File: config.mk
export PLATFORM = sky130hd
export DESIGN_NAME = four_channel_moving_average_framer_unit
export DESIGN_NICKNAME = d
export VERILOG_FILES = /design/src/design/fcma_pkg.sv /design/src/design/fcma_ram.sv /design/src/design/fcma_acc.sv /design/src/design/fcma_div.sv /design/src/design/fcma_framer.sv /design/src/design/four_channel_moving_average_framer_unit.sv
export SDC_FILE = /design/constraint.sdc
export NUM_CORES = 2
export LEC_CHECK = 0
export BUFFER_PORTS_ARGS = -buffer_cell sky130_fd_sc_hd__buf_4
export CAP_MARGIN = 20
export CORE_ASPECT_RATIO = 1.4
export CORE_MARGIN = 2
export CORE_UTILIZATION = 40
export DETAILED_ROUTE_END_ITERATION = 8
export PLACE_DENSITY = 0.56
export SLEW_MARGIN = 5
export SYNTH_ARGS = -nofsm -noshare
export SYNTH_HDL_FRONTEND = slang
export SYNTH_SLANG_ARGS = --single-unit
File: constraint.sdc
create_clock -name clk -period 7.7 [get_ports clk]
set_input_delay 0.77 -clock clk [delete_from_list [all_inputs] [get_ports clk]]
set_output_delay 0.77 -clock clk [all_outputs]
set_load 0.03 [all_outputs]
File: src/design/fcma_pkg.sv
package fcma_pkg;

  localparam int WINDOW    = 25;
  localparam int NCH       = 4;
  localparam int SMP_W     = 16;
  localparam int SUM_W     = $clog2(WINDOW * 65535 + 1);
  localparam int POS_W     = $clog2(WINDOW);
  localparam int RING_W    = NCH * SMP_W;
  localparam int RECIP_K   = SUM_W;
  localparam int RECIP_M   = (2 ** RECIP_K) / WINDOW;
  localparam int FRAME_LEN = 10;
  localparam int BPOS_W    = 4;

  localparam logic [7:0]        FRAME_HDR = 8'h5A;
  localparam logic [BPOS_W-1:0] BP_HDR    = BPOS_W'(0);
  localparam logic [BPOS_W-1:0] BP_CHK    = BPOS_W'(FRAME_LEN - 1);

  typedef logic [NCH-1:0][SMP_W-1:0] smp_vec_t;
  typedef logic [NCH-1:0][SUM_W-1:0] sum_vec_t;

endpackage

File: src/design/fcma_ram.sv
module fcma_ram #(
  parameter int WIDTH = 8,
  parameter int DEPTH = 16
) (
  input  logic                     clk,
  input  logic                     we,
  input  logic [$clog2(DEPTH)-1:0] waddr,
  input  logic [WIDTH-1:0]         wdata,
  input  logic                     re,
  input  logic [$clog2(DEPTH)-1:0] raddr,
  output logic [WIDTH-1:0]         rdata
);

  logic [WIDTH-1:0] mem [DEPTH];

  always_ff @(posedge clk) begin
    if (we) begin
      mem[waddr] <= wdata;
    end
    if (re) begin
      rdata <= mem[raddr];
    end
  end

endmodule

File: src/design/fcma_acc.sv
module fcma_acc import fcma_pkg::*; (
  input  logic     clk,
  input  logic     rst_n,
  input  logic     in_valid,
  output logic     in_ready,
  input  smp_vec_t in_smp,
  output logic     out_valid,
  input  logic     out_ready,
  output sum_vec_t out_sum
);

  logic [POS_W-1:0]  pos_r, pos_nxt;
  logic [WINDOW-1:0] vld_r, vld_nxt;
  logic              a_v_r, a_v_nxt;
  smp_vec_t          a_smp_r;
  logic [POS_W-1:0]  a_pos_r;
  logic              a_ok_r;
  sum_vec_t          sum_r, sum_nxt;
  logic              m_v_r, m_v_nxt;
  logic [RING_W-1:0] rd_data;
  smp_vec_t          old_smp;
  logic              in_fire, a_go;

  assign a_go     = a_v_r && (!m_v_r || out_ready);
  assign in_ready = !a_v_r || a_go;
  assign in_fire  = in_valid && in_ready;

  // ring entries never written since reset read as zero
  assign old_smp = a_ok_r ? smp_vec_t'(rd_data) : '0;

  fcma_ram #(.WIDTH(RING_W), .DEPTH(WINDOW)) u_ring (
    .clk   (clk),
    .we    (a_go),
    .waddr (a_pos_r),
    .wdata (RING_W'(a_smp_r)),
    .re    (in_fire),
    .raddr (pos_r),
    .rdata (rd_data)
  );

  always_comb begin
    pos_nxt = pos_r;
    vld_nxt = vld_r;
    sum_nxt = sum_r;
    a_v_nxt = a_v_r;
    m_v_nxt = m_v_r;
    if (out_ready) begin
      m_v_nxt = 1'b0;
    end
    if (a_go) begin
      for (int c = 0; c < NCH; c++) begin
        sum_nxt[c] = sum_r[c] - SUM_W'(old_smp[c]) + SUM_W'(a_smp_r[c]);
      end
      vld_nxt[a_pos_r] = 1'b1;
      a_v_nxt          = 1'b0;
      m_v_nxt          = 1'b1;
    end
    if (in_fire) begin
      a_v_nxt = 1'b1;
      pos_nxt = (pos_r == POS_W'(WINDOW - 1)) ? '0 : pos_r + POS_W'(1);
    end
  end

  always_ff @(posedge clk) begin
    if (!rst_n) begin
      pos_r <= '0;
      vld_r <= '0;
      sum_r <= '0;
      a_v_r <= 1'b0;
      m_v_r <= 1'b0;
    end else begin
      pos_r <= pos_nxt;
      vld_r <= vld_nxt;
      sum_r <= sum_nxt;
      a_v_r <= a_v_nxt;
      m_v_r <= m_v_nxt;
    end
  end

  always_ff @(posedge clk) begin
    if (in_fire) begin
      a_smp_r <= in_smp;
      a_pos_r <= pos_r;
      a_ok_r  <= vld_r[pos_r];
    end
  end

  assign out_valid = m_v_r;
  assign out_sum   = sum_r;

endmodule

File: src/design/fcma_div.sv
module fcma_div import fcma_pkg::*; (
  input  logic     clk,
  input  logic     rst_n,
  input  logic     in_valid,
  output logic     in_ready,
  input  sum_vec_t in_sum,
  output logic     out_valid,
  input  logic     out_ready,
  output smp_vec_t out_avg
);

  localparam logic [RECIP_K-1:0] RECIP = RECIP_K'(RECIP_M);

  logic     p_v_r, p_v_nxt;
  smp_vec_t p_q_r, q_est;
  sum_vec_t p_sum_r;
  logic     o_v_r, o_v_nxt;
  smp_vec_t o_avg_r, q_fix;
  logic     p_go, in_fire;

  assign p_go     = p_v_r && (!o_v_r || out_ready);
  assign in_ready = !p_v_r || p_go;
  assign in_fire  = in_valid && in_ready;

  // reciprocal estimate, low by at most one
  always_comb begin
    logic [SUM_W+RECIP_K-1:0] prod;
    for (int c = 0; c < NCH; c++) begin
      prod     = (SUM_W + RECIP_K)'(in_sum[c]) * (SUM_W + RECIP_K)'(RECIP);
      q_est[c] = prod[RECIP_K +: SMP_W];
    end
  end

  always_comb begin
    logic [SUM_W-1:0] rem;
    for (int c = 0; c < NCH; c++) begin
      rem      = p_sum_r[c] - SUM_W'(p_q_r[c]) * SUM_W'(WINDOW);
      q_fix[c] = (rem >= SUM_W'(WINDOW)) ? p_q_r[c] + SMP_W'(1) : p_q_r[c];
    end
  end

  always_comb begin
    p_v_nxt = p_v_r;
    o_v_nxt = o_v_r;
    if (out_ready) begin
      o_v_nxt = 1'b0;
    end
    if (p_go) begin
      p_v_nxt = 1'b0;
      o_v_nxt = 1'b1;
    end
    if (in_fire) begin
      p_v_nxt = 1'b1;
    end
  end

  always_ff @(posedge clk) begin
    if (!rst_n) begin
      p_v_r <= 1'b0;
      o_v_r <= 1'b0;
    end else begin
      p_v_r <= p_v_nxt;
      o_v_r <= o_v_nxt;
    end
  end

  always_ff @(posedge clk) begin
    if (in_fire) begin
      p_q_r   <= q_est;
      p_sum_r <= in_sum;
    end
    if (p_go) begin
      o_avg_r <= q_fix;
    end
  end

  assign out_valid = o_v_r;
  assign out_avg   = o_avg_r;

endmodule

File: src/design/fcma_framer.sv
module fcma_framer import fcma_pkg::*; (
  input  logic       clk,
  input  logic       rst_n,
  input  logic       in_valid,
  output logic       in_ready,
  input  smp_vec_t   in_avg,
  output logic       out_valid,
  input  logic       out_ready,
  output logic [7:0] out_byte,
  output logic       out_end
);

  logic              f_v_r, f_v_nxt;
  smp_vec_t          f_avg_r;
  logic [RING_W-1:0] f_flat;
  logic [BPOS_W-1:0] bpos_r, bpos_nxt;
  logic [7:0]        chk_r, chk_nxt;
  logic [2:0]        didx;
  logic              out_fire, is_last, in_fire;

  assign f_flat   = RING_W'(f_avg_r);
  assign didx     = 3'(bpos_r - BPOS_W'(1));
  assign is_last  = (bpos_r == BP_CHK);
  assign out_fire = f_v_r && out_ready;
  assign in_ready = !f_v_r || (out_fire && is_last);
  assign in_fire  = in_valid && in_ready;

  always_comb begin
    case (bpos_r)
      BP_HDR:  out_byte = FRAME_HDR;
      BP_CHK:  out_byte = chk_r;
      default: out_byte = f_flat[8*didx +: 8];
    endcase
  end

  always_comb begin
    f_v_nxt  = f_v_r;
    bpos_nxt = bpos_r;
    chk_nxt  = chk_r;
    if (out_fire) begin
      if (is_last) begin
        f_v_nxt  = 1'b0;
        bpos_nxt = BP_HDR;
        chk_nxt  = FRAME_HDR;
      end else begin
        bpos_nxt = bpos_r + BPOS_W'(1);
        if (bpos_r != BP_HDR) begin
          chk_nxt = chk_r + out_byte;
        end
      end
    end
    if (in_fire) begin
      f_v_nxt = 1'b1;
    end
  end

  always_ff @(posedge clk) begin
    if (!rst_n) begin
      f_v_r  <= 1'b0;
      bpos_r <= BP_HDR;
      chk_r  <= FRAME_HDR;
    end else begin
      f_v_r  <= f_v_nxt;
      bpos_r <= bpos_nxt;
      chk_r  <= chk_nxt;
    end
  end

  always_ff @(posedge clk) begin
    if (in_fire) begin
      f_avg_r <= in_avg;
    end
  end

  assign out_valid = f_v_r;
  assign out_end   = f_v_r && is_last;

endmodule

File: src/design/four_channel_moving_average_framer_unit.sv
// the header word leaves once the measurement has passed the accumulator stage,
// sum register, divider estimate and output registers and framer; each measurement
// gives a 10-word frame, and the byte serializer takes the next averages as the last
// frame word leaves, while the ring and divider already work on the next measurement
// reset (rst_n low, synchronous): sums, ring valid bits, position and frame state
// clear at once; no clearing pass, the block takes input in the first cycle after
module four_channel_moving_average_framer_unit import fcma_pkg::*; (
  input  logic        clk,
  input  logic        rst_n,
  input  logic        in_tvalid,
  output logic        in_tready,
  // x_high_time [15:0], x_period [31:16], y_high_time [47:32], y_period [63:48]
  input  logic [63:0] in_tdata,
  output logic        out_tvalid,
  input  logic        out_tready,
  // frame_byte [7:0]
  output logic [7:0]  out_tdata,
  output logic        out_tlast
);

  logic     acc_valid, acc_ready;
  sum_vec_t acc_sum;
  logic     div_valid, div_ready;
  smp_vec_t div_avg;

  fcma_acc u_acc (
    .clk       (clk),
    .rst_n     (rst_n),
    .in_valid  (in_tvalid),
    .in_ready  (in_tready),
    .in_smp    (smp_vec_t'(in_tdata)),
    .out_valid (acc_valid),
    .out_ready (acc_ready),
    .out_sum   (acc_sum)
  );

  fcma_div u_div (
    .clk       (clk),
    .rst_n     (rst_n),
    .in_valid  (acc_valid),
    .in_ready  (acc_ready),
    .in_sum    (acc_sum),
    .out_valid (div_valid),
    .out_ready (div_ready),
    .out_avg   (div_avg)
  );

  fcma_framer u_framer (
    .clk       (clk),
    .rst_n     (rst_n),
    .in_valid  (div_valid),
    .in_ready  (div_ready),
    .in_avg    (div_avg),
    .out_valid (out_tvalid),
    .out_ready (out_tready),
    .out_byte  (out_tdata),
    .out_end   (out_tlast)
  );

endmodule

**Yosys cells after proc, flatten, opt, wreduce, memory -nomap -nowiden**

Memories as Yosys holds them, arrays and structs flattened. A register that Yosys moved wholly into a read port is not among the register bits.
Cells that the tools add are included.

- Flip-flop bits (word level): 477
- Memory bits (writable): 1,600
- Bits of input ports: 68
- Output and inout port bits: 11
- Logic and storage cells: 132
- Memories kept: 1

Memories:

| name | words | width | rd ports | clocked after Yosys merged registers in | wr ports | RTL line | text |
|---|---|---|---|---|---|---|---|
| u_acc.u_ring.mem | 25 | 64 | 1 | 1 | 1 | fcma_ram.sv:14 | `logic [WIDTH-1:0] mem [DEPTH];` |

- $add $sub $neg: 20
- Multipliers: 8
- Magnitude comparators: 7
- Equal/unequal tests: 2
- Shift operators: 1
- Multiplexer cells: 27
- Bitwise logic cells: 1
- Reduce and logical (&&, ||, !) cells: 30

Operator list:

| kind | count |
|---|---|
| 21-bit by 16-bit multiplier with 36-bit output, second input constant | 4 |
| 21-bit by 16-bit adder with 21-bit output | 4 |
| 21-bit by 5-bit >= comparator with 1-bit output, second input constant | 4 |
| 16-bit by 5-bit multiplier with 21-bit output, second input constant | 4 |
| 21-bit by 16-bit subtractor with 21-bit output | 4 |
| 21-bit subtractor | 4 |
| 16-bit by 1-bit adder with 16-bit output, second input constant | 4 |
| 16-bit two-way mux | 4 |
| 64-bit two-way mux | 1 |
| 64-bit by 7-bit indexed part select with 8-bit output | 1 |
| 25-bit bitwise OR | 1 |
| 8-bit two-way mux | 2 |
| 8-bit case mux with 2 select lines | 1 |
| 1-bit two-way mux | 15 |
| 2-bit nonzero test | 7 |
| 5-bit by 6-bit < comparator with 1-bit output, second input constant | 2 |
| 1-bit logical AND | 9 |
| 8-bit adder | 1 |
| 5-bit by 1-bit adder with 5-bit output, second input constant | 1 |
| 1-bit binary-select mux with 5-bit select | 1 |
| 1-bit demux with 5-bit select | 1 |
| 5-bit == test, second input constant | 1 |
| 5-bit by 1-bit >= comparator with 1-bit output, second input constant | 1 |
| 1-bit zero test | 5 |
| other kinds (9) | 14 |

**Depth between registers and ports, before layout**

- Depth after elaboration: 11
- Depth in mapped cells: 23
- Depth with buffers taken out: 23

**Cells and area by module**

A second synthesis with hierarchy kept.

- Cell total of the unflattened synthesis: 8,886
- Area total of the unflattened synthesis: 123,003.0 µm²

Modules (own cells, without submodules):

| module | times used | cells each | area each (µm²) | sequential area each (µm²) |
|---|---|---|---|---|
| fcma_ram | 1 | 2,729 | 62,391.1 | 49,967.9 |
| fcma_div | 1 | 4,435 | 44,296.2 | 6,406.1 |
| fcma_acc | 1 | 1,502 | 12,864.8 | 4,424.2 |
| fcma_framer | 1 | 220 | 3,450.8 | 2,182.1 |

**Worst setup path before layout**

No wires, ideal clock.

- Path kind: register to register
- From: register u_framer.bpos_r[1]
- To: register u_div.p_q_r[0] in the netlist's numbering, enable pin
- Arrival: 7.754 ns
- Data required time: 7.024 ns
- Path slack: -0.730 ns
- Stages on the path, launching flop included: 8
- Buffers on the path: 0
- Path through: dfxtp_1 -> inv_1 -> ha_1 -> nand2_1 -> nor2_1 -> a21boi_0 -> and3_1 -> nor2b_1

- Word-level cells in the longest chain between the ends: 7

RTL lines:

| item | RTL line | text |
|---|---|---|
| from (decl) | fcma_framer.sv:16 | `logic [BPOS_W-1:0] bpos_r, bpos_nxt;` |
| from (signal assigned) | fcma_framer.sv:64 | `bpos_r <= bpos_nxt;` |
| 4-bit == test | fcma_framer.sv:23 | `assign is_last = (bpos_r == BP_CHK);` |
| 1-bit logical AND | fcma_framer.sv:25 | `assign in_ready = !f_v_r \|\| (out_fire && is_last);` |
| 1-bit logical OR | fcma_framer.sv:25 |  |
| 1-bit logical OR | fcma_div.sv:21 | `assign p_go = p_v_r && (!o_v_r \|\| out_ready);` |
| 1-bit logical AND | fcma_div.sv:21 |  |
| 1-bit logical OR | fcma_div.sv:22 | `assign in_ready = !p_v_r \|\| p_go;` |
| 1-bit logical AND | fcma_div.sv:23 | `assign in_fire = in_valid && in_ready;` |
| via u_div.in_fire | fcma_div.sv:19 | `logic p_go, in_fire;` |
| to (signal assigned) | fcma_div.sv:69 | `p_q_r <= q_est;` |
| to (decl) | fcma_div.sv:15 | `smp_vec_t p_q_r, q_est;` |

The timed path passes the listed nets, and every way through them passes these cells.
A chain may end at the register's enable or synchronous reset.

==> flow_summary.toml <==
[worst_setup_path]
timing.critical_path.to_type = "flip-flop"
timing.critical_path.slowest_stage_cell = "dfxtp_1"
timing.setup.critical_path_class = "reg -> reg"
critical_path_arrival_ns = 7.27
timing.critical_path.mode_cell = "inv_1"
timing.reg2reg.worst_path_depth = 22
ordered_list_of_cells_on_the_worst_path = "inv_1, fa_1, inv_1, ha_1, fa_1, inv_1, fa_1, inv_1, fa_1, inv_1, fa_1, inv_1, ha_1, and3_1, nand3_1, or2_2, o221ai_1, a2111oi_0, o31a_1, o41ai_1, a21oi_1, xnor2_1"
reg_to_reg_start = "u_acc.out_sum[46]"
cp-start-kind = "flip-flop"
register_to_register_setup_slack_ns = 1.01
timing.critical_path.fanout_max = 9
required_ns = 8.28
rr_endpoint = "u_div.p_q_r[45]"
crit_path_max_incr_delay_ns = 0.58

[power_and_ir_drop]
p_seq_share_pct = 26.0
power_frac_clock_pct = 19.2
cellPowerDensity_mw_per_mm2 = 408
comb_power_share_pct = 54.7
power_switching_share_pct = 41.5
p_leak_nw = 54.6
netSwitchingPower_mw = 22.9
p_int_mw = 32.4
max-vdd-ir-drop_mv = 0.382

[timing]
finalSetupTns_ns = 0
setup_viol = 0
timing.final.max_slew_violations = 0
whs_ns = 0.0662
fmax_mhz = 150
finClkSkew_ns = 0.0850
finalCritPeriodShare_pct = 86.9
timing.final.crit_period_ns = 6.69
tightest_slew_ns = 1.14
grt_setup_unrepaired = "false"
report.final.hold_viol_count = 0
max_slew_headroom_at_the_worst_pin_pct = 24.1

[yosys]
syn_area_sq_mm = 0.122
synth_area_per_cell_sq_um = 14.3
mappedNetlistNets = 10400
synth_fa_ha_area_share_pct = 22.6
yosys-mux-area-fraction_pct = 10.3
synth_top_cell_area_share_pct = 49.4
area_fraction_in_compound_gates_after_synthesis_pct = 3.79
synthDominantAreaCellType = "edfxtp_1"
ys_async_sr_fraction_pct = 0
synth_top_family_by_area = "adder cells"
yosys-top-cells-area = "edfxtp_1, fa_1, ha_1"
synthCells = 8554
synth_seq_cells = 2141
synth_cell_type_count = 89
synth_simple_gate_area_share_pct = 3.92
synth-xor-area-share_pct = 1.75
synth_flop_cell = "edfxtp_1"
ys_seq_area_share_pct = 51.5
synth-edff-count = 2010
ys_warn_count = 0

[min_path]
min_to = "u_acc.a_smp_r[33]"
min_path_cells = 1
min-delay-start = "in_tdata[33]"
worstHoldPathType = "in -> reg"

[floorplanning]
floorplan.rows = 240
chipHeight_um = 658
core-area_sq_mm = 0.305
floorplan.die.width_um = 471
io_pins = 79
die-area_sq_mm = 0.310
initial_standard_cell_utilization_of_the_core_pct = 40.1

[global_route]
grt_first_pass_wirelength_um = 452000
number_of_global_route_vias_before_repair = 71900
maximum_number_of_pins_on_one_net_before_global_route_repair = 149
globalRoute.totalOverflow = 0
grt_util_all_layers_pct = 19.3
grt_antenna_before_repair = 8

[clock_network]
htreeDepth = 4
max-clock-path-buffers = 4
clkSlewWorstSetupHoldPaths_ns = 0.06
clock_insertion_delay_worst_skew_ns = 0.92
cts_tree = "yes"
root_buffer = "clkbuf_16"
tritoncts_num_sinks = 2141
cts_buf_count = 216

[cells_and_area]
number_of_cells_in_the_finished_layout_apart_from_fillers = 13000
design.final.nets = 10600
post_route_cells_drive_above_1_share_pct = 12.7
fin_area_sq_mm = 0.136
syn2layout_area_growth_pct = 11.0

[detailed_routing]
routed_wirelength_um = 299000
vias = 66700
detail_route.iter0.violations = 4386
routed_wire_length_per_instance_um = 23.0
drt-vias-per-instance = 5.14
antenna_violating_nets_remaining = 0
drc = 0
detailedRoute.firstPassIterationCount = 5

[run_status]
outcome = "finished clean"

[placement]
place.detailed.instances = 12500
finalWeightedCongestion = 0.881
dp_hpwl_um = 202000
buffers_on_ports = 78
total_placed_instance_area_sq_mm = 0.128

[run]
maxCapViolations = 0
critical path: cells and delay by family (launching register included):
kind	cells	cell delay (ns)
adders and majority gates	7	3.02
AOI/OAI and AO/OA	5	1.68
DFF	1	0.58
and+or+nand+nor	3	0.51
buffers and inverters	6	0.48
xor gates and xnor gates	1	0.16
worst max path at each step:
stage / start / cells past startpoint / slack, ns / end
after detailed placement: u_acc.out_sum[46] / 22 / 0.95 / u_div.p_q_r[45]
after CTS: u_acc.out_sum[46] / 22 / 0.98 / u_div.p_q_r[45]
final: u_acc.out_sum[46] / 22 / 1.01 / u_div.p_q_r[45]
after floorplan: u_framer.bpos_r[1] / 11 / 0.63 / u_acc.u_ring.mem[24][0]
after global placement: u_acc.out_sum[46] / 23 / 0.99 / u_div.p_q_r[47]
after global routing: u_acc.out_sum[53] / 21 / 0.55 / u_div.p_q_r[45]
cell usage after synthesis (all sizes together) (11+ instances only):
cell type / n
o211ai: 20
a2111oi: 11
mux2: 74
nor2b: 28
ha: 1038
a31oi: 24
o31ai: 14
a21o: 58
mux2i: 113
and2: 84
o21a: 39
a21oi: 222
xnor2: 177
edfxtp: 2010
buf: 60
o21ai: 186
nand4: 47
mux4: 471
inv: 1802
xor2: 67
nand2b: 30
nand2: 280
nor2: 277
and3: 24
clkbuf: 140
a211oi: 34
o21bai: 15
nor3: 65
fa: 729
nor4: 17
or2: 11
or3: 16
nand3: 87
dfxtp: 131
cell usage in the layout (no fill, tap or decap), types with 25 or more instances in the layout:
cell type	count
o21ai_0	183
ha_1	1038
a21oi_1	221
mux2i_1	113
dfxtp_1	126
and2_1	83
mux4_2	471
nand2_1	280
buf_4	183
nor2b_1	25
a211oi_1	34
clkinv_1	32
clkinv_2	37
clkbuf_16	217
mux2_2	74
clkinvlp_4	25
nand3_1	86
xor2_1	67
fa_1	729
inv_1	1801
dlygate4sd3_1	29
nor3_1	64
xnor2_1	177
a21o_1	57
o21a_1	39
edfxtp_1	2010
nand2b_1	29
nand4_1	47
nor2_1	253
power groups by stage:
stage	registers [mW]	logic (mW)	clock network, mW
after global placement	14.6	29.8	0
after floorplan	14.4	22.8	0
final	14.4	30.3	10.6
after detailed placement	14.7	30.3	0
after global routing	14.5	34.7	11.3
after CTS	14.4	30.5	10.9
cell families after synthesis:
kind of cell    after synthesis
fa+ha+maj                  1767
compound gates              733
simple gates               1006
xor+xnor                    244
buf+inv                    2005
flops                      2141
mux                         658
per-stage QoR:
| step | setup slack [ns] | util, % | total power, mW |
|---|---|---|---|
| floorplan | 0.635 | - | 37.2 |
| global route | 0.553 | 44.5 | 60.5 |
| finish | 1.01 | 44.5 | 55.3 |
| detailed placement | 0.952 | 42.1 | 45.0 |
| global placement | 0.992 | 42.1 | 44.4 |
| CTS | 0.976 | 44.5 | 55.9 |
sequential cells by signal, summed over array words and instances, names as in the netlist:
| name | count |
|---|---|
| u_acc.vld_r | 25 |
| u_framer.chk_r | 8 |
| u_framer.out_valid | 1 |
| u_acc.a_smp_r | 64 |
| u_acc.out_sum | 84 |
| u_div.p_q_r | 64 |
| u_div.out_valid | 1 |
| u_acc.u_ring.mem | 1600 |
| u_acc.u_ring.rdata | 64 |
| u_acc.out_valid | 1 |
| u_framer.bpos_r | 4 |
| u_div.out_avg | 64 |
| u_acc.pos_r | 5 |
| u_div.p_v_r | 1 |
| u_acc.a_ok_r | 1 |
| u_acc.a_pos_r | 5 |
| u_framer.f_avg_r | 64 |
| u_div.p_sum_r | 84 |
| u_acc.a_v_r | 1 |
routing by layer:
layer | GRT usage [%] | up-vias | share of wire, %
met2 | 35.5 | 1230 | 53
li1 | - | 30500 | -
met1 | 24.2 | 34500 | 41
met3 | 1.92 | 408 | 3.5
met4 | 4.67 | 2 | 2.4
met5 | 0 | - | 0.0044
what timing repair did:
| item | CTS | global route |
|---|---|---|
| hold buffers | 29 | 0 |
| hold endpoints to repair | 29 | 0 |
| resized for setup | 0 | 0 |
| endpoints found under the setup margin | 0 | 0 |
| buffers inserted | 0 | 0 |
layout make-up:
type | count | area, sq um
Sequential cell | 2141 | 63000
Timing Repair Buffer | 228 | 1980
Antenna cell | 2 | 5.00
Fill cell | 27000 | 169000
Multi-Input combinational cell | 4408 | 52000
Tap cell | 3993 | 5000
Clock inverter | 139 | 1440
Inverter | 1805 | 6790
Clock buffer | 245 | 5580
(Power assumes the default switching activity.)
